### src/slat_pkg.sv
// shared types and constants for the slave link table
package slat_pkg;

   localparam int MAX_SLAVES = 32;
   localparam int IDX_W = (MAX_SLAVES > 1) ? $clog2(MAX_SLAVES) : 1;
   localparam int CNT_W = $clog2(MAX_SLAVES + 1);

   localparam logic [7:0] LEAD_BYTE = 8'h66;

   localparam logic [2:0] CMD_FRAME = 3'd0;
   localparam logic [2:0] CMD_ADD = 3'd1;
   localparam logic [2:0] CMD_REMOVE = 3'd2;
   localparam logic [2:0] CMD_RESET = 3'd3;
   localparam logic [2:0] CMD_DISC = 3'd4;

   localparam logic [1:0] MODE_FREE = 2'd0;
   localparam logic [1:0] MODE_KNOWN = 2'd1;
   localparam logic [1:0] MODE_CONN = 2'd2;

   localparam logic [2:0] IND_NONE = 3'd0;
   localparam logic [2:0] IND_CONNECT = 3'd1;
   localparam logic [2:0] IND_DATA = 3'd2;
   localparam logic [2:0] IND_REQ = 3'd3;
   localparam logic [2:0] IND_SEGREQ = 3'd4;
   localparam logic [2:0] IND_RSP = 3'd5;
   localparam logic [2:0] IND_SEGRSP = 3'd6;
   localparam logic [2:0] IND_DISC = 3'd7;

   localparam logic [2:0] SRC_HDR = 3'd0;
   localparam logic [2:0] SRC_CONNECT = 3'd1;
   localparam logic [2:0] SRC_RETX = 3'd2;
   localparam logic [2:0] SRC_RSP = 3'd3;
   localparam logic [2:0] SRC_REQ = 3'd4;
   localparam logic [2:0] SRC_IO = 3'd5;

   // controller to datapath
   typedef struct packed {
      logic load;      // capture request
      logic scan_clr;  // reset scan index
      logic scan_step; // advance scan index
      logic exec;      // apply command
   } ctl_type;

   // datapath to controller
   typedef struct packed {
      logic scan_done;
   } sts_type;

endpackage

### src/slat_ctrl.sv
// controller sequencing the table scan and update
module slat_ctrl
   import slat_pkg::*;
(
   input  logic    clock,
   input  logic    reset,
   input  logic    start,
   output logic    busy,
   input  sts_type sts,
   output ctl_type ctl
);

   typedef enum logic [1:0] {S_IDLE, S_SCAN, S_EXEC} state_type;

   state_type state_ff, state_in;

   always_comb begin
      state_in = state_ff;
      ctl = '0;
      case (state_ff)
         S_IDLE: begin
            if (start) begin
               ctl.load = 1'b1;
               ctl.scan_clr = 1'b1;
               state_in = S_SCAN;
            end
         end
         S_SCAN: begin
            if (sts.scan_done) begin
               state_in = S_EXEC;
            end else begin
               ctl.scan_step = 1'b1;
            end
         end
         S_EXEC: begin
            ctl.exec = 1'b1;
            state_in = S_IDLE;
         end
         default: state_in = S_IDLE;
      endcase
   end

   always_ff @(posedge clock) begin
      if (reset) begin
         state_ff <= S_IDLE;
      end else begin
         state_ff <= state_in;
      end
   end

   assign busy = (state_ff != S_IDLE);

endmodule

### src/slat_dp.sv
// slave table storage, lookup scan and command execution
module slat_dp
   import slat_pkg::*;
(
   input  logic       clock,
   input  logic       reset,
   input  ctl_type    ctl,
   output sts_type    sts,
   input  logic [2:0] cmd,
   input  logic [7:0] frame_lead,
   input  logic [7:0] slave_addr,
   input  logic [7:0] frame_type,
   input  logic [11:0] frame_len,
   input  logic [7:0] payload_kind,
   input  logic       rsp_pend,
   input  logic       req_pend,
   input  logic       io_pend,
   output logic       o_valid,
   output logic       o_accepted,
   output logic [2:0] o_indication,
   output logic       o_clear_io_ack,
   output logic       o_io_refresh,
   output logic       o_reply_valid,
   output logic [2:0] o_reply_type,
   output logic [2:0] o_reply_source,
   output logic       o_table_full
);

   logic [7:0]       addr_ff [MAX_SLAVES];
   logic [1:0]       mode_ff [MAX_SLAVES];
   logic [MAX_SLAVES-1:0] tx_ff, rx_ff;
   logic [2:0]       retry_ff [MAX_SLAVES];
   logic [CNT_W-1:0] used_ff;

   logic [2:0]  cmd_ff;
   logic [7:0]  lead_ff, sa_ff, ft_ff, kind_ff;
   logic [11:0] len_ff;
   logic        rsp_ff, req_ff, io_ff;

   logic [CNT_W-1:0] scan_ff;
   logic             hit_ff, free_ff;
   logic [IDX_W-1:0] hit_idx_ff, free_idx_ff;

   logic [IDX_W-1:0] sidx;
   assign sidx = scan_ff[IDX_W-1:0];
   logic scan_end;
   assign scan_end = (scan_ff >= used_ff) || (scan_ff == CNT_W'(MAX_SLAVES));
   assign sts.scan_done = scan_end || hit_ff;

   always_ff @(posedge clock) begin
      if (ctl.load) begin
         cmd_ff <= cmd; lead_ff <= frame_lead; sa_ff <= slave_addr;
         ft_ff <= frame_type; len_ff <= frame_len; kind_ff <= payload_kind;
         rsp_ff <= rsp_pend; req_ff <= req_pend; io_ff <= io_pend;
      end
      if (ctl.scan_clr) begin
         scan_ff <= '0; hit_ff <= 1'b0; free_ff <= 1'b0;
      end else if (ctl.scan_step) begin
         scan_ff <= scan_ff + 1'b1;
         if (mode_ff[sidx] != MODE_FREE && addr_ff[sidx] == sa_ff) begin
            hit_ff <= 1'b1;
            hit_idx_ff <= sidx;
         end
         if (mode_ff[sidx] == MODE_FREE && !free_ff) begin
            free_ff <= 1'b1;
            free_idx_ff <= sidx;
         end
      end
   end

   // frame execution values
   logic [1:0] hmode;
   logic       htx, hrx, ntx, nrx, ack_clr, dup;
   logic [2:0] hretry, r1, nretry, ind, src;
   logic       type_ok, frame_ok, is_conn;
   logic [11:0] plen;

   always_comb begin
      hmode = mode_ff[hit_idx_ff];
      htx = tx_ff[hit_idx_ff];
      hrx = rx_ff[hit_idx_ff];
      hretry = retry_ff[hit_idx_ff];
      is_conn = (ft_ff < 8'd2);
      type_ok = is_conn || (ft_ff > 8'd3 && ft_ff < 8'd8);
      frame_ok = (len_ff >= 12'd3) && (lead_ff == LEAD_BYTE) && type_ok && hit_ff &&
                 !((hmode == MODE_KNOWN) && !is_conn) &&
                 !((hmode > MODE_KNOWN) && is_conn);
      dup = (hrx != ft_ff[1]);
      nrx = dup ? hrx : ~hrx;
      ntx = htx;
      r1 = hretry;
      ack_clr = 1'b0;
      if (htx == ft_ff[0]) begin
         if (hretry != 3'd0) begin
            r1 = 3'd0;
            ack_clr = 1'b1;
         end
      end else if (hretry > 3'd2) begin
         ntx = ~htx;
         r1 = 3'd0;
      end
      plen = len_ff - 12'd3;
      ind = IND_NONE;
      if (!dup && plen != 12'd0) begin
         if (plen < 12'd3) ind = IND_DATA;
         else if (kind_ff[0]) ind = (kind_ff == 8'd1) ? IND_REQ : IND_SEGREQ;
         else ind = (kind_ff == 8'd2) ? IND_RSP : IND_SEGRSP;
      end
      nretry = r1;
      if (r1 != 3'd0) begin
         if (r1 < 3'd7) nretry = r1 + 3'd1;
         src = SRC_RETX;
      end else begin
         src = rsp_ff ? SRC_RSP : req_ff ? SRC_REQ : io_ff ? SRC_IO : SRC_HDR;
         if (src != SRC_HDR) begin
            ntx = ~ntx;
            nretry = 3'd1;
         end
      end
   end

   always_ff @(posedge clock) begin
      if (reset) begin
         used_ff <= '0;
         tx_ff <= '0;
         rx_ff <= '0;
         o_valid <= 1'b0;
         for (int k = 0; k < MAX_SLAVES; k++) begin
            mode_ff[k] <= MODE_FREE;
            retry_ff[k] <= 3'd0;
         end
      end else begin
         o_valid <= ctl.exec;
         if (ctl.exec) begin
            o_accepted <= 1'b0; o_indication <= IND_NONE; o_clear_io_ack <= 1'b0;
            o_io_refresh <= 1'b0; o_reply_valid <= 1'b0; o_reply_type <= 3'd0;
            o_reply_source <= SRC_HDR; o_table_full <= 1'b0;
            case (cmd_ff)
               CMD_FRAME: begin
                  if (frame_ok) begin
                     o_accepted <= 1'b1;
                     o_reply_valid <= 1'b1;
                     if (is_conn) begin
                        tx_ff[hit_idx_ff] <= 1'b0;
                        rx_ff[hit_idx_ff] <= 1'b1;
                        retry_ff[hit_idx_ff] <= 3'd0;
                        mode_ff[hit_idx_ff] <= MODE_CONN;
                        o_indication <= IND_CONNECT;
                        o_io_refresh <= 1'b1;
                        o_reply_source <= SRC_CONNECT;
                     end else begin
                        tx_ff[hit_idx_ff] <= ntx;
                        rx_ff[hit_idx_ff] <= nrx;
                        retry_ff[hit_idx_ff] <= nretry;
                        o_indication <= ind;
                        o_clear_io_ack <= ack_clr;
                        o_reply_source <= src;
                        o_reply_type <= {1'b1, ntx, ~nrx};
                     end
                  end
               end
               CMD_ADD: begin
                  if (!hit_ff) begin
                     if (free_ff) begin
                        addr_ff[free_idx_ff] <= sa_ff;
                        mode_ff[free_idx_ff] <= MODE_KNOWN;
                        tx_ff[free_idx_ff] <= 1'b0;
                        retry_ff[free_idx_ff] <= 3'd0;
                        o_accepted <= 1'b1;
                     end else if (used_ff >= CNT_W'(MAX_SLAVES)) begin
                        o_table_full <= 1'b1;
                     end else begin
                        addr_ff[used_ff[IDX_W-1:0]] <= sa_ff;
                        mode_ff[used_ff[IDX_W-1:0]] <= MODE_KNOWN;
                        tx_ff[used_ff[IDX_W-1:0]] <= 1'b0;
                        retry_ff[used_ff[IDX_W-1:0]] <= 3'd0;
                        used_ff <= used_ff + 1'b1;
                        o_accepted <= 1'b1;
                     end
                  end
               end
               CMD_REMOVE: begin
                  if (hit_ff) begin
                     mode_ff[hit_idx_ff] <= MODE_FREE;
                     if (CNT_W'(hit_idx_ff) + 1'b1 == used_ff) used_ff <= used_ff - 1'b1;
                     o_accepted <= 1'b1;
                  end
               end
               CMD_RESET: begin
                  used_ff <= '0;
                  o_accepted <= 1'b1;
               end
               CMD_DISC: begin
                  if (hit_ff) begin
                     if (hmode >= MODE_CONN) begin
                        mode_ff[hit_idx_ff] <= MODE_KNOWN;
                        o_indication <= IND_DISC;
                     end
                     retry_ff[hit_idx_ff] <= 3'd0;
                     tx_ff[hit_idx_ff] <= 1'b0;
                     o_accepted <= 1'b1;
                  end
               end
               default: ;
            endcase
         end
      end
   end

endmodule

### src/slave_link_arq_table.sv
// top level of the stop-and-wait slave link table
//  channel | ports        | handshake
//  request | req_*, start | start and not busy
//  result  | rsp_*        | rsp_strobe, one cycle
// the linear table scan runs at one slot per cycle and stops at the first address
// match; no new request is taken while busy.
// synchronous reset clears modes, sequence bits, retry counts and fill count;
// stored addresses are not cleared. results cannot be stalled.
module slave_link_arq_table
   import slat_pkg::*;
(
   input  logic        clock,
   input  logic        reset,
   input  logic        start,
   output logic        busy,
   input  logic [2:0]  req_cmd,
   input  logic [7:0]  req_frame_lead,
   input  logic [7:0]  req_slave_addr,
   input  logic [7:0]  req_frame_type,
   input  logic [11:0] req_frame_len,
   input  logic [7:0]  req_payload_kind,
   input  logic        req_rsp_pending,
   input  logic        req_req_pending,
   input  logic        req_io_pending,
   output logic        rsp_strobe,
   output logic        rsp_accepted,
   output logic [2:0]  rsp_indication,
   output logic        rsp_clear_io_ack,
   output logic        rsp_io_refresh,
   output logic        rsp_reply_valid,
   output logic [2:0]  rsp_reply_type,
   output logic [2:0]  rsp_reply_source,
   output logic        rsp_table_full
);

   ctl_type ctl;
   sts_type sts;
   logic    busy_c;

   slat_ctrl u_ctrl (
      .clock(clock), .reset(reset), .start(start), .busy(busy_c), .sts(sts), .ctl(ctl)
   );

   slat_dp u_dp (
      .clock(clock), .reset(reset), .ctl(ctl), .sts(sts),
      .cmd(req_cmd), .frame_lead(req_frame_lead), .slave_addr(req_slave_addr),
      .frame_type(req_frame_type), .frame_len(req_frame_len),
      .payload_kind(req_payload_kind), .rsp_pend(req_rsp_pending),
      .req_pend(req_req_pending), .io_pend(req_io_pending),
      .o_valid(rsp_strobe), .o_accepted(rsp_accepted), .o_indication(rsp_indication),
      .o_clear_io_ack(rsp_clear_io_ack), .o_io_refresh(rsp_io_refresh),
      .o_reply_valid(rsp_reply_valid), .o_reply_type(rsp_reply_type),
      .o_reply_source(rsp_reply_source), .o_table_full(rsp_table_full)
   );

   assign busy = busy_c;

endmodule

### config.mk
export PLATFORM = sky130hd
export DESIGN_NAME = slave_link_arq_table
export DESIGN_NICKNAME = d
export VERILOG_FILES = /design/src/slat_pkg.sv /design/src/slat_ctrl.sv /design/src/slat_dp.sv /design/src/slave_link_arq_table.sv
export SDC_FILE = /design/constraint.sdc
export NUM_CORES = 1
export LEC_CHECK = 0
export ABC_AREA = 1
export CAP_MARGIN = 40
export CORE_ASPECT_RATIO = 1.5
export CORE_MARGIN = 8
export CORE_UTILIZATION = 25
export CTS_BUF_LIST = sky130_fd_sc_hd__clkbuf_8
export DETAILED_ROUTE_END_ITERATION = 16
export DONT_BUFFER_PORTS = 1
export GPL_ROUTABILITY_DRIVEN = 0
export HOLD_SLACK_MARGIN = 0.15
export PLACE_DENSITY = 0.37
export SYNTH_ARGS = -nofsm -noshare
export SYNTH_HDL_FRONTEND = slang
export SYNTH_HIERARCHICAL = 1
export SYNTH_SLANG_ARGS = --single-unit
### constraint.sdc
create_clock -name clock -period 3.7 [get_ports clock]
set_input_delay 0 -clock clock [delete_from_list [all_inputs] [get_ports clock]]
set_output_delay 0 -clock clock [all_outputs]
set_load 0.005 [all_outputs]
## Word level (Yosys, flattened, before mapping)

Memories as Yosys holds them, arrays and structs flattened. A register that Yosys moved wholly into a read port is not among the register bits.
Index checks and enable logic that the tools add are counted.

- Add/subtract/negate cells: 6
- Order comparisons: 17
- Eq/ne operators: 25
- Mux-type cells: 140
- Bitwise logic cells: 21
- Reduce and logical (&&, ||, !) cells: 55

Operators with widths:

| cell | count |
|---|---|
| $mux W32 | 7 |
| $and A32 B32 Y32 | 3 |
| $not A32 Y32 | 3 |
| $pmux W32 S3 | 1 |
| $mux W3 | 23 |
| $mux W1 | 68 |
| $mux W5 | 13 |
| $bwmux W32 | 2 |
| $or A32 B32 Y32 | 1 |
| $mux W6 | 5 |
| $mux W2 | 11 |
| $lt A5 B6 Y1 const B | 3 |
| $pmux W6 S3 | 1 |
| $demux W1 S5 | 3 |
| $ge A5 B1 Y1 const B | 3 |
| $reduce_bool A3 Y1 | 5 |
| $reduce_or A3 Y1 | 5 |
| $logic_and A1 B1 Y1 | 14 |
| $add A6 B1 Y6 const B | 2 |
| $ge A12 B2 Y1 const B | 1 |
| $lt A12 B2 Y1 const B | 1 |
| $reduce_bool A12 Y1 | 1 |
| $sub A12 B2 Y12 const B | 1 |
| $bmux W1 S5 | 2 |
| other kinds (46) | 85 |

- Register bits after elaboration: 155
- Bits in writable memories: 416
- Output and inout bits: 16
- Memories kept: 3

Memory list:

| name | words | width | rd ports | clocked after memory_dff | wr ports | RTL line | RTL |
|---|---|---|---|---|---|---|---|
| u_dp.addr_ff | 32 | 8 | 1 | 1 | 1 | slat_dp.sv:29 | `logic [7:0] addr_ff [MAX_SLAVES];` |
| u_dp.retry_ff | 32 | 3 | 1 | 1 | 32 | slat_dp.sv:32 | `logic [2:0] retry_ff [MAX_SLAVES];` |
| u_dp.mode_ff | 32 | 2 | 2 | 2 | 32 | slat_dp.sv:30 | `logic [1:0] mode_ff [MAX_SLAVES];` |

## Longest topological paths before layout

Gate-level depths: netlist (run 1).

- Word-level depth: 18
- Depth in mapped cells: 25
- Gate-level depth less buffers: 21

## By module

The synthesis (run 1) kept the hierarchy.

Modules (own cells, without submodules):

| module | times used | cells each | area each (um2) | sequential area each (um2) |
|---|---|---|---|---|
| slat_dp | 1 | 3126 | 28222.1 | 16495.8 |
| slat_ctrl | 1 | 15 | 105.1 | 40.0 |

## Worst setup path before layout (run 1)

No wires, ideal clock.

- Path type: flip-flop to flip-flop
- Start point: register u_dp.used_ff[1]
- End point: register u_dp.hit_idx_ff[0], enable pin
- Setup time: 0.310 ns
- Arrival: 2.874 ns
- Data required time: 3.390 ns
- Setup slack: 0.516 ns
- Stages on the path, launching flop included: 20
- Buffers on the path: 0
- Clock period less this slack: 3.184 ns
- Cells stage by stage: dfxtp_1 -> inv_1 -> ha_1 -> o21a_1 -> o21a_1 -> o21a_1 -> o21a_1 -> o21ai_0 -> o311ai_0 -> inv_1 -> nand3_1 -> inv_1 -> inv_1 -> nor2_1 -> nand2_1 -> nor2_1 -> nand2_1 -> nor2_1 -> nand2_1 -> inv_1

RTL lines:

| what | RTL line | RTL |
|---|---|---|
| start, declared | slat_dp.sv:33 | `logic [CNT_W-1:0] used_ff;` |
| start signal, assigned | slat_dp.sv:177 | `used_ff <= used_ff + 1'b1;` |
| start signal, assigned | slat_dp.sv:185 | `if (CNT_W'(hit_idx_ff) + 1'b1 == used_ff) used_ff <= used_ff - 1'b1;` |
| end signal, assigned | slat_dp.sv:62 | `hit_idx_ff <= sidx;` |
| end, declared | slat_dp.sv:42 | `logic [IDX_W-1:0] hit_idx_ff, free_idx_ff;` |

==> results of run 1 <==
## layer usage
layer / track usage / wire, um
met3: 0.0229 / 3430
met4: 0.0656 / 3710
met5: 0 / 0
met1: 0.175 / 40300
met2: 0.291 / 52000
## logic make-up after synthesis
logic type	after synthesis	share of synthesized area
XOR/XNOR	12	0.00371
adder cells (fa/ha/maj)	19	0.00866
AND/OR/NAND/NOR	1582	0.232
flip-flops	581	0.584
buffers and inverters	396	0.0590
AO/OA/AOI/OAI	551	0.113
## final cells by class
class / instances / share of cell area
antenna: 1 / 0.0000741
clock buffer: 102 / 0.0416
clock inverter: 85 / 0.0146
inverter: 222 / 0.0249
multi-input combinational: 2164 / 0.301
sequential: 581 / 0.490
tap: 1453 / 0.0538
timing repair buffer: 264 / 0.0742
## Yosys cell counts, types with 6 or more instances
master      n  share of area
o21ai_1     9         0.0016
a221oi_1   14         0.0043
dfxtp_1    91          0.064
buf_6       8         0.0032
nor2_2      6         0.0013
o31ai_1    16         0.0042
a21oi_1   152          0.027
o211ai_1   13         0.0034
ha_1       18         0.0080
inv_2       8         0.0011
o22ai_1    12         0.0027
inv_1     207          0.027
o221ai_1   47          0.015
o21ai_2     7         0.0022
edfxtp_1  490           0.52
nand3_1   300          0.053
o21ai_0   244          0.043
nor2_1    530          0.070
xor2_1      9         0.0028
buf_1      14         0.0019
buf_2      56         0.0099
buf_4      14         0.0037
nor4_1      6         0.0013
nand2_1   671          0.089
a22oi_1    18         0.0048
clkbuf_1   82          0.011
nor3_1     37         0.0065
## critical path, stage by stage, from the launching register on
cell and delay, ns:
dfxtp_1 0.35, inv_1 0.07, nor2_1 0.17, inv_2 0.15
nor2_4 0.12, nand3_2 0.16, nor2_1 0.35, inv_1 0.24
nor2_2 0.28, a31oi_4 0.07, inv_1 0.10, nand2_1 0.31
nor2_1 0.36, nand2_1 0.21, nand2_1 0.19
## stage by stage
step	hold slack, ns	cell area [sq um]	utilization	std cells	power [mW]
after floorplan	0.0624	28300	-	3141	7.99
after global placement	0.0762	30700	0.272	4565	8.39
after detailed placement	0.0755	30800	0.273	4577	8.40
after CTS	0.227	33700	0.300	4868	14.4
after global routing	0.308	33800	0.300	4872	14.8
final	0.297	33800	0.300	4872	14.1
## final timing paths
kind | end | slack, ns | cells past startpoint | start
max | u_dp/retry_ff[27][1]$_SDFFCE_PN0P_ | 0.20 | 14 | u_ctrl/state_ff[1]$_SDFFE_PP0P_
min | u_dp/free_ff$_SDFFE_PP0P_ | 0.30 | 6 | start
max reg2reg | u_dp/retry_ff[27][1]$_SDFFCE_PN0P_ | 0.20 | 14 | u_ctrl/state_ff[1]$_SDFFE_PP0P_
min reg2reg | u_dp/rx_ff[2]$_SDFFE_PP0P_ | 0.45 | 2 | u_dp/rx_ff[2]$_SDFFE_PP0P_
## what timing repair did
item / CTS / global route
setup endpoints to repair: 6 / 100
hold buffers: 104 / 0
pin swaps: 0 / 1
gates resized for setup: 2 / 7
buffers inserted: 0 / 3
hold endpoints to repair: 447 / 0
## registers in the layout (all words and copies together), names as in the netlist, 5 cells and up, named ones only
register	cells
u_dp/addr_ff	256
u_dp/len_ff	12
u_dp/used_ff	6
u_dp/lead_ff	8
u_dp/rx_ff	32
u_dp/kind_ff	8
u_dp/hit_idx_ff	5
u_dp/ft_ff	8
u_dp/tx_ff	32
u_dp/free_idx_ff	5
u_dp/mode_ff	64
u_dp/sa_ff	8
u_dp/retry_ff	96
u_dp/scan_ff	6
## power by group through the flow
stage | Clock [mW] | Combinational, mW | Sequential (mW)
3_3_place_gp | 0 | 0.927 | 7.47
3_5_place_dp | 0 | 0.941 | 7.46
4_1_cts | 6.08 | 1.04 | 7.32
6_report | 5.80 | 1.02 | 7.32
2_1_floorplan | 0 | 0.550 | 7.44
5_1_grt | 6.31 | 1.13 | 7.33
==> flow_summary_export.csv, run 1 <==
group,metric,value,unit
pwr,internal_power,10.4,mW
clock_network,worstSkewPairLatency,0.81,ns
clock_network,numCtsBuffers,100,
critical_path,crit_fanout,8,
pwr,vdd_ir_drop_max,0.264,mV
critical_path,cp.arrival,3.94,ns
clock_network,cts_tree,"built",
global_route,grt_usage,0.156,
finish,drive_above_1_share,0.101,
floorplanning,initial_utilization,0.252,
routing,drc,0,
logic_synthesis,seq_area_frac_synth,0.584,
sta,min_period,3.50,ns
critical_path,endpoint_kind,"flop",
routing,viasPerCell,4.71,
pwr,clkPwrFrac,0.410,
sta,fin_ws,0.195,ns
global_route,overflow,0,
global_route,grt_pass1_wl,149000,um
logic_synthesis,async_reset_ff_frac,0,
sta,grt_setup_unrepaired,"no",
floorplanning,rows,151,
sta,hold_viol,0,
min_path,hold_path_class,"input port to flop",
logic_synthesis,syn-instance-count,3141,
logic_synthesis,syn_nets,3213,
sta,timing.fmax,0.285,GHz
routing,ant_nets,0,
finish,area.growth.synth_to_final,19.2,%
logic_synthesis,synth_cell_types,53,
clock_network,cts.sinks,581,
routing,drt_wl_total,99400,um
clock_network,root_buffer,"clkbuf_8",
finish,seq_area,16500,sq um
routing,dr.pass1.iters,5,
clock_network,cts_buffer_depth,3,
routing,vias,22900,
logic_synthesis,synth-seq-cells,581,
floorplanning,die_area,125000,sq um
routing,drt-initial-drc-count,1343,
pwr,p_sw_frac,0.262,
sta,fin_skew,0.0785,ns
logic_synthesis,synth_area,28300,sq um
critical_path,start_kind,"flop",
logic_synthesis,syn_area_per_cell,9.02,sq um
finish,final_common_cell,"nand2_1",
critical_path,path_class,"flop to flop",
status,outcome,"finished, final reports clean",
floorplanning,coreArea,113000,sq um
pwr,power_frac_comb,0.072,
global_route,antenna_found_initial,1,
placement,dp_hpwl,66100,um
floorplanning,io_pins,69,
finish,layout.nets,3405,
logic_synthesis,synth_edf_count,490,
routing,avgRoutedWirePerCell,20.4,um
finish,fill_cells,12000,
floorplanning,die_h,428,um
sta,slew_headroom,0.470,
sta,post-route-period-util,0.947,
floorplanning,die_w,291,um
critical_path,cp.required,4.14,ns
sta,setup_tns,0,ns
global_route,grt_pass1_vias,23700,
pwr,p_leak,12.6,nW
clock_network,cts.htree.levels,3,
sta,slew_viol_final,0,
sta,tightest_slew,0.789,ns
placement,dp_slack,-0.0903,ns
pwr,power.net_switching,3.71,mW
logic_synthesis,synth_top_flop_cell,"edfxtp_1",
global_route,grt_max_degree,65,
run,cap_violations,0,
finish,multiInputGateArea,10200,sq um
pwr,p_seq_frac,0.518,
finish,mostFrequentLayoutCells,"nand2_1, nor2_1, edfxtp_1",
pwr,power.density,418,nW/um^2
logic_synthesis,yosys_warnings,6,
sta,setup_viol,0,
clock_network,cts.clk_slew.worst_paths,0.07,ns
placement,portBuffers,0,
Note: power is estimated with default switching activity, not from simulation.
==> run 2, diff against run 1 <==
--- a/config.mk
+++ b/config.mk
@@ -14,6 +14,7 @@
 export DETAILED_ROUTE_END_ITERATION = 16
 export DONT_BUFFER_PORTS = 1
 export GPL_ROUTABILITY_DRIVEN = 0
+export GPL_TIMING_DRIVEN = 0
 export HOLD_SLACK_MARGIN = 0.15
 export PLACE_DENSITY = 0.37
 export SYNTH_ARGS = -nofsm -noshare
==> constraint.sdc (replaced) <==
create_clock -name clock -period 3.7 [get_ports clock]
set_input_delay 0.185 -clock clock [delete_from_list [all_inputs] [get_ports clock]]
set_output_delay 0.185 -clock clock [all_outputs]
set_load 0.005 [all_outputs]
==> flow_summary_export.csv, run 2 (synthesis gave the netlist of run 1 again) <==
group,metric,value,unit
placement,dp_slack,-0.684,ns
routing,drc,0,
sta,setup_viol,0,
status,outcome,"finished, final reports clean",
clock_network,root_buffer,"clkbuf_8",
critical_path,cpPeakStageDelay,0.40,ns
floorplanning,initial_utilization,0.252,
sta,grt_setup_unrepaired,"yes",
finish,area.growth.synth_to_final,21.3,%
critical_path,worst_path_max_delay_cell,"a211oi_1",
sta,fin_ws,0.149,ns
sta,slew_headroom,0.341,
routing,viasPerCell,4.84,
floorplanning,io_pins,69,
floorplanning,die_h,428,um
sta,whs,0.424,ns
global_route,overflow,0,
critical_path,timing.critical_path.buf_inv,7,
finish,largest_register_ffs,256,
sta,tightest_slew,0.988,ns
floorplanning,die_w,291,um
critical_path,cp.arrival,4.10,ns
clock_network,cts_buffer_depth,3,
critical_path,start_kind,"flop",
routing,ant_nets,0,
critical_path,critical_path.cell_chain,"buf_6, inv_6, buf_12, buf_12, o21ai_1, nand3_1, nand3_1, nand2_1, nand2_1, nand2_1, nand3_1, nand3_4, buf_4, buf_4, inv_1, nand2_2, a211oi_1",
finish,layout.nets,3493,
critical_path,cp.required,4.24,ns
clock_network,cts_tree,"built",
pwr,power.density,418,nW/um^2
critical_path,path_class,"flop to flop",
routing,drt-initial-drc-count,1628,
finish,top_regs,"u_dp/addr_ff (256), u_dp/retry_ff (96), u_dp/mode_ff (64)",
finish,drive_above_1_share,0.113,
global_route,grt_pass1_wl,170000,um
sta,post-route-period-util,0.960,
run,cap_violations,0,
critical_path,crit_fanout,10,
placement,portBuffers,0,
routing,drt_wl_total,118000,um
pwr,vdd_ir_drop_max,0.280,mV
placement,placed_cells,4650,
routing,vias,24000,
finish,final_common_cell,"nand2_1",
clock_network,numCtsBuffers,100,
global_route,antenna_found_initial,1,
clock_network,cts.htree.levels,3,
global_route,grt_pass1_vias,24700,
floorplanning,coreArea,113000,sq um
placement,dp_hpwl,84400,um
global_route,grt_usage,0.184,
critical_path,crit_family,"simple AND/OR/NAND/NOR gates",
sta,fin_skew,0.0757,ns
sta,slew_viol_final,0,
floorplanning,die_area,125000,sq um
routing,avgRoutedWirePerCell,23.8,um
routing,dr.pass1.iters,8,
finish,regMostFlops,"u_dp/addr_ff",
finish,fill_cells,11900,
finish,mostFrequentLayoutCells,"nand2_1, nor2_1, edfxtp_1",
sta,hold_viol,0,
min_path,hold_path_class,"input port to flop",
sta,timing.fmax,0.282,GHz
global_route,grt_max_degree,51,
finish,instances_no_fill,4963,
floorplanning,rows,151,
clock_network,cts.clk_slew.worst_paths,0.06,ns
critical_path,endpoint_kind,"flop",
clock_network,worstSkewPairLatency,0.82,ns
sta,min_period,3.55,ns
clock_network,cts.sinks,581,
pwr,p_leak,12.8,nW
[run 2: worst paths after layout]
check	from	endpoint	slack (ns)	cells after the start
worst max register to register	flop	u_dp/o_clear_io_ack$_SDFFCE_PP0P_	0.15	17
worst min register to register	u_dp/rx_ff[18]$_SDFFE_PP0P_	u_dp/rx_ff[18]$_SDFFE_PP0P_	0.45	2
worst min-delay path	reset	u_dp/o_valid$_SDFF_PP0_	0.42	2
worst max-delay path	flop	u_dp/o_clear_io_ack$_SDFFCE_PP0P_	0.15	17
[run 2: per-layer routing]
layer	wire (um)	up-vias	part of all wire	global-route usage
li1	-	11400	-	-
met1	45200	11800	0.38	0.200
met2	62700	638	0.53	0.348
met3	4640	243	0.039	0.0252
met4	5440	0	0.046	0.0844
met5	0	-	0	0
[run 2: through the flow]
stage                     TNS, ns  power [mW]  instance area, sq um  utilization
after floorplan                 0        7.99                 28300            -
after global routing       -0.119        14.9                 34400        0.305
final                           0        14.4                 34400        0.305
after CTS                 -0.0405        14.6                 34000        0.302
after detailed placement  -231.69        8.47                 30800        0.273
after global placement    -354.77        8.44                 30100        0.268
[run 2: cell type report]
type | count | area [sq um] | share of cell area
Clock buffer | 105 | 1450 | 0.0421
Tap cell | 1453 | 1820 | 0.0529
Buffer | 172 | 1010 | 0.0294
Timing Repair inverter | 1 | 5.00 | 0.000146
Timing Repair Buffer | 179 | 1840 | 0.0536
Antenna cell | 2 | 5.00 | 0.000146
Multi-Input combinational cell | 2164 | 10300 | 0.300
Clock inverter | 84 | 514 | 0.0150
Sequential cell | 581 | 16500 | 0.482
Inverter | 222 | 860 | 0.0250
[run 2: worst reg2reg max path: stages, from the launching register on]
cell and delay, ns:
dfxtp_1 0.32, buf_6 0.17, inv_6 0.07, buf_12 0.15, buf_12 0.17, o21ai_1 0.14, nand3_1 0.14, nand3_1 0.15
nand2_1 0.07, nand2_1 0.05, nand2_1 0.19, nand3_1 0.20, nand3_4 0.20, buf_4 0.23, buf_4 0.14, inv_1 0.20
nand2_2 0.31, a211oi_1 0.41
[run 2: where the power goes]
group	total (mW)	switching, mW	leakage [nW]	internal (mW)
Clock	5.92	2.97	1.13	2.96
Sequential	7.34	0.107	5.40	7.23
Combinational	1.11	0.770	6.27	0.335
Total	14.4	3.84	12.8	10.5
[run 2: repair_timing]
item / CTS / global route
endpoints found under the hold margin: 181 / 0
resized for setup: 68 / 73
setup endpoints to repair: 637 / 370
pin swaps: 2 / 6
gates cloned: 1 / 1
setup buffers: 9 / 10
hold buffers: 103 / 0
==> run 3, diff against run 2 <==
==> constraint.sdc (replaced) <==
create_clock -name clock -period 3.71 [get_ports clock]
set_input_delay 0.1855 -clock clock [delete_from_list [all_inputs] [get_ports clock]]
set_output_delay 0.1855 -clock clock [all_outputs]
set_load 0.005 [all_outputs]
==> flow_summary_export.csv, run 3 (synthesis gave the netlist of run 1 again) <==
group,metric,value,unit
status,outcome,"finished, final reports clean",
pwr,p_leak,12.8,nW
global_route,grt_usage,0.184,
finish,layout.nets,3495,
sta,grt_setup_unrepaired,"yes",
routing,viasPerCell,4.85,
routing,drt-initial-drc-count,1751,
placement,dp_hpwl,84400,um
critical_path,endpoint_kind,"flop",
routing,ant_nets,0,
global_route,grt_pass1_wl,170000,um
floorplanning,rows,151,
clock_network,cts_buffer_depth,3,
critical_path,cp.required,4.26,ns
sta,fin_skew,0.0758,ns
routing,vias,24100,
clock_network,root_buffer,"clkbuf_8",
global_route,overflow,0,
pwr,p_seq_frac,0.511,
routing,dr.pass1.iters,7,
global_route,grt_max_degree,51,
pwr,power.density,416,nW/um^2
sta,slew_viol_final,0,
floorplanning,die_area,125000,sq um
routing,avgRoutedWirePerCell,23.8,um
finish,largest_register_ffs,256,
global_route,antenna_found_initial,1,
clock_network,cts_tree,"built",
pwr,clkPwrFrac,0.412,
pwr,power_frac_comb,0.077,
floorplanning,die_h,428,um
sta,whs,0.432,ns
critical_path,crit_fanout,10,
sta,min_period,3.53,ns
clock_network,cts.clk_slew.worst_paths,0.06,ns
clock_network,numCtsBuffers,100,
clock_network,cts.htree.levels,3,
finish,final_area,34400,sq um
finish,regMostFlops,"u_dp/addr_ff",
pwr,vdd_ir_drop_max,0.278,mV
floorplanning,die_w,291,um
critical_path,start_kind,"flop",
routing,drt_wl_total,118000,um
sta,timing.fmax,0.284,GHz
global_route,grt_pass1_vias,24700,
finish,drive_above_1_share,0.114,
pwr,power.net_switching,3.83,mW
placement,portBuffers,0,
critical_path,cp.arrival,4.08,ns
floorplanning,coreArea,113000,sq um
routing,drc,0,
critical_path,path_class,"flop to flop",
sta,post-route-period-util,0.951,
pwr,p_sw_frac,0.267,
floorplanning,io_pins,69,
finish,area.growth.synth_to_final,21.6,%
clock_network,worstSkewPairLatency,0.82,ns
pwr,internal_power,10.5,mW
min_path,hold_path_class,"input port to flop",
sta,setup_viol,0,
finish,mostFrequentLayoutCells,"nand2_1, nor2_1, edfxtp_1",
sta,hold_viol,0,
placement,place_area,30800,sq um
finish,top_regs,"u_dp/addr_ff (256), u_dp/retry_ff (96), u_dp/mode_ff (64)",
sta,slew_headroom,0.324,
clock_network,cts.sinks,581,
run,cap_violations,0,
sta,tightest_slew,1.01,ns
floorplanning,initial_utilization,0.252,
finish,final_common_cell,"nand2_1",
## run 3: changes by cell type in the layout (fill, tap and decap cells not counted), sizes merged
cell / delta
buf: +2
## run 3: per-stage QoR
step	setup TNS (ns)	util	setup WS [ns]	power, mW	instances
final	0	0.306	0.183	14.3	4965
after detailed placement	-225.48	0.273	-0.674	8.45	4650
after global routing	-0.00443	0.306	-0.00229	14.9	4964
after floorplan	0	-	0.526	7.97	3141
after global placement	-348.35	0.268	-0.917	8.41	4594
after CTS	0	0.302	0.000799	14.6	4950
## run 3: critical path, cell delays in order (launching register included)
cell      delay (ns)
dfxtp_1         0.41
buf_4           0.29
buf_4           0.29
nand3_1         0.16
nand3_1         0.10
nand2_1         0.07
nand2_1         0.08
nand2_1         0.21
nand3_1         0.20
nand3_4         0.19
buf_4           0.22
buf_4           0.14
inv_1           0.19
nand2_2         0.30
a211oi_1        0.38
## run 3: what timing repair did
item	in CTS	in global routing
hold buffers	103	0
setup buffers	9	11
hold endpoints to repair	181	0
gates cloned	1	3
resized for setup	67	81
setup endpoints to repair	633	361
pin swaps	2	5
## run 3: power groups by stage
stage | sequential, mW | combinational (mW) | clock (mW)
after floorplan | 7.42 | 0.548 | 0
after global placement | 7.50 | 0.912 | 0
after detailed placement | 7.46 | 0.988 | 0
after CTS | 7.32 | 1.09 | 6.16
after global routing | 7.33 | 1.20 | 6.35
final | 7.32 | 1.10 | 5.90
## run 3: path summary, 6_finish.rpt
check / from / end / slack, ns / cells after the start
min reg2reg: u_dp/rx_ff[18]$_SDFFE_PP0P_ / u_dp/rx_ff[18]$_SDFFE_PP0P_ / 0.45 / 2
max: flop / u_dp/o_clear_io_ack$_SDFFCE_PP0P_ / 0.18 / 14
max reg2reg: flop / u_dp/o_clear_io_ack$_SDFFCE_PP0P_ / 0.18 / 14
min: reset / u_dp/o_valid$_SDFF_PP0_ / 0.43 / 2
## run 3: cell type report
type / instances / area (sq um)
Clock inverter: 84 / 514
Multi-Input combinational cell: 2164 / 10300
Sequential cell: 581 / 16500
Antenna cell: 2 / 5.00
Timing Repair inverter: 1 / 5.00
Inverter: 222 / 862
Clock buffer: 105 / 1450
Buffer: 171 / 1020
Fill cell: 11900 / 78200
Tap cell: 1453 / 1820
Timing Repair Buffer: 182 / 1910
## run 3: layer usage
metal | vias up | routed length [um] | global-route usage
met1 | 11800 | 45100 | 0.200
met2 | 646 | 62800 | 0.348
met5 | - | 0 | 0
met4 | 0 | 5520 | 0.0844
li1 | 11400 | - | -
met3 | 250 | 4680 | 0.0252
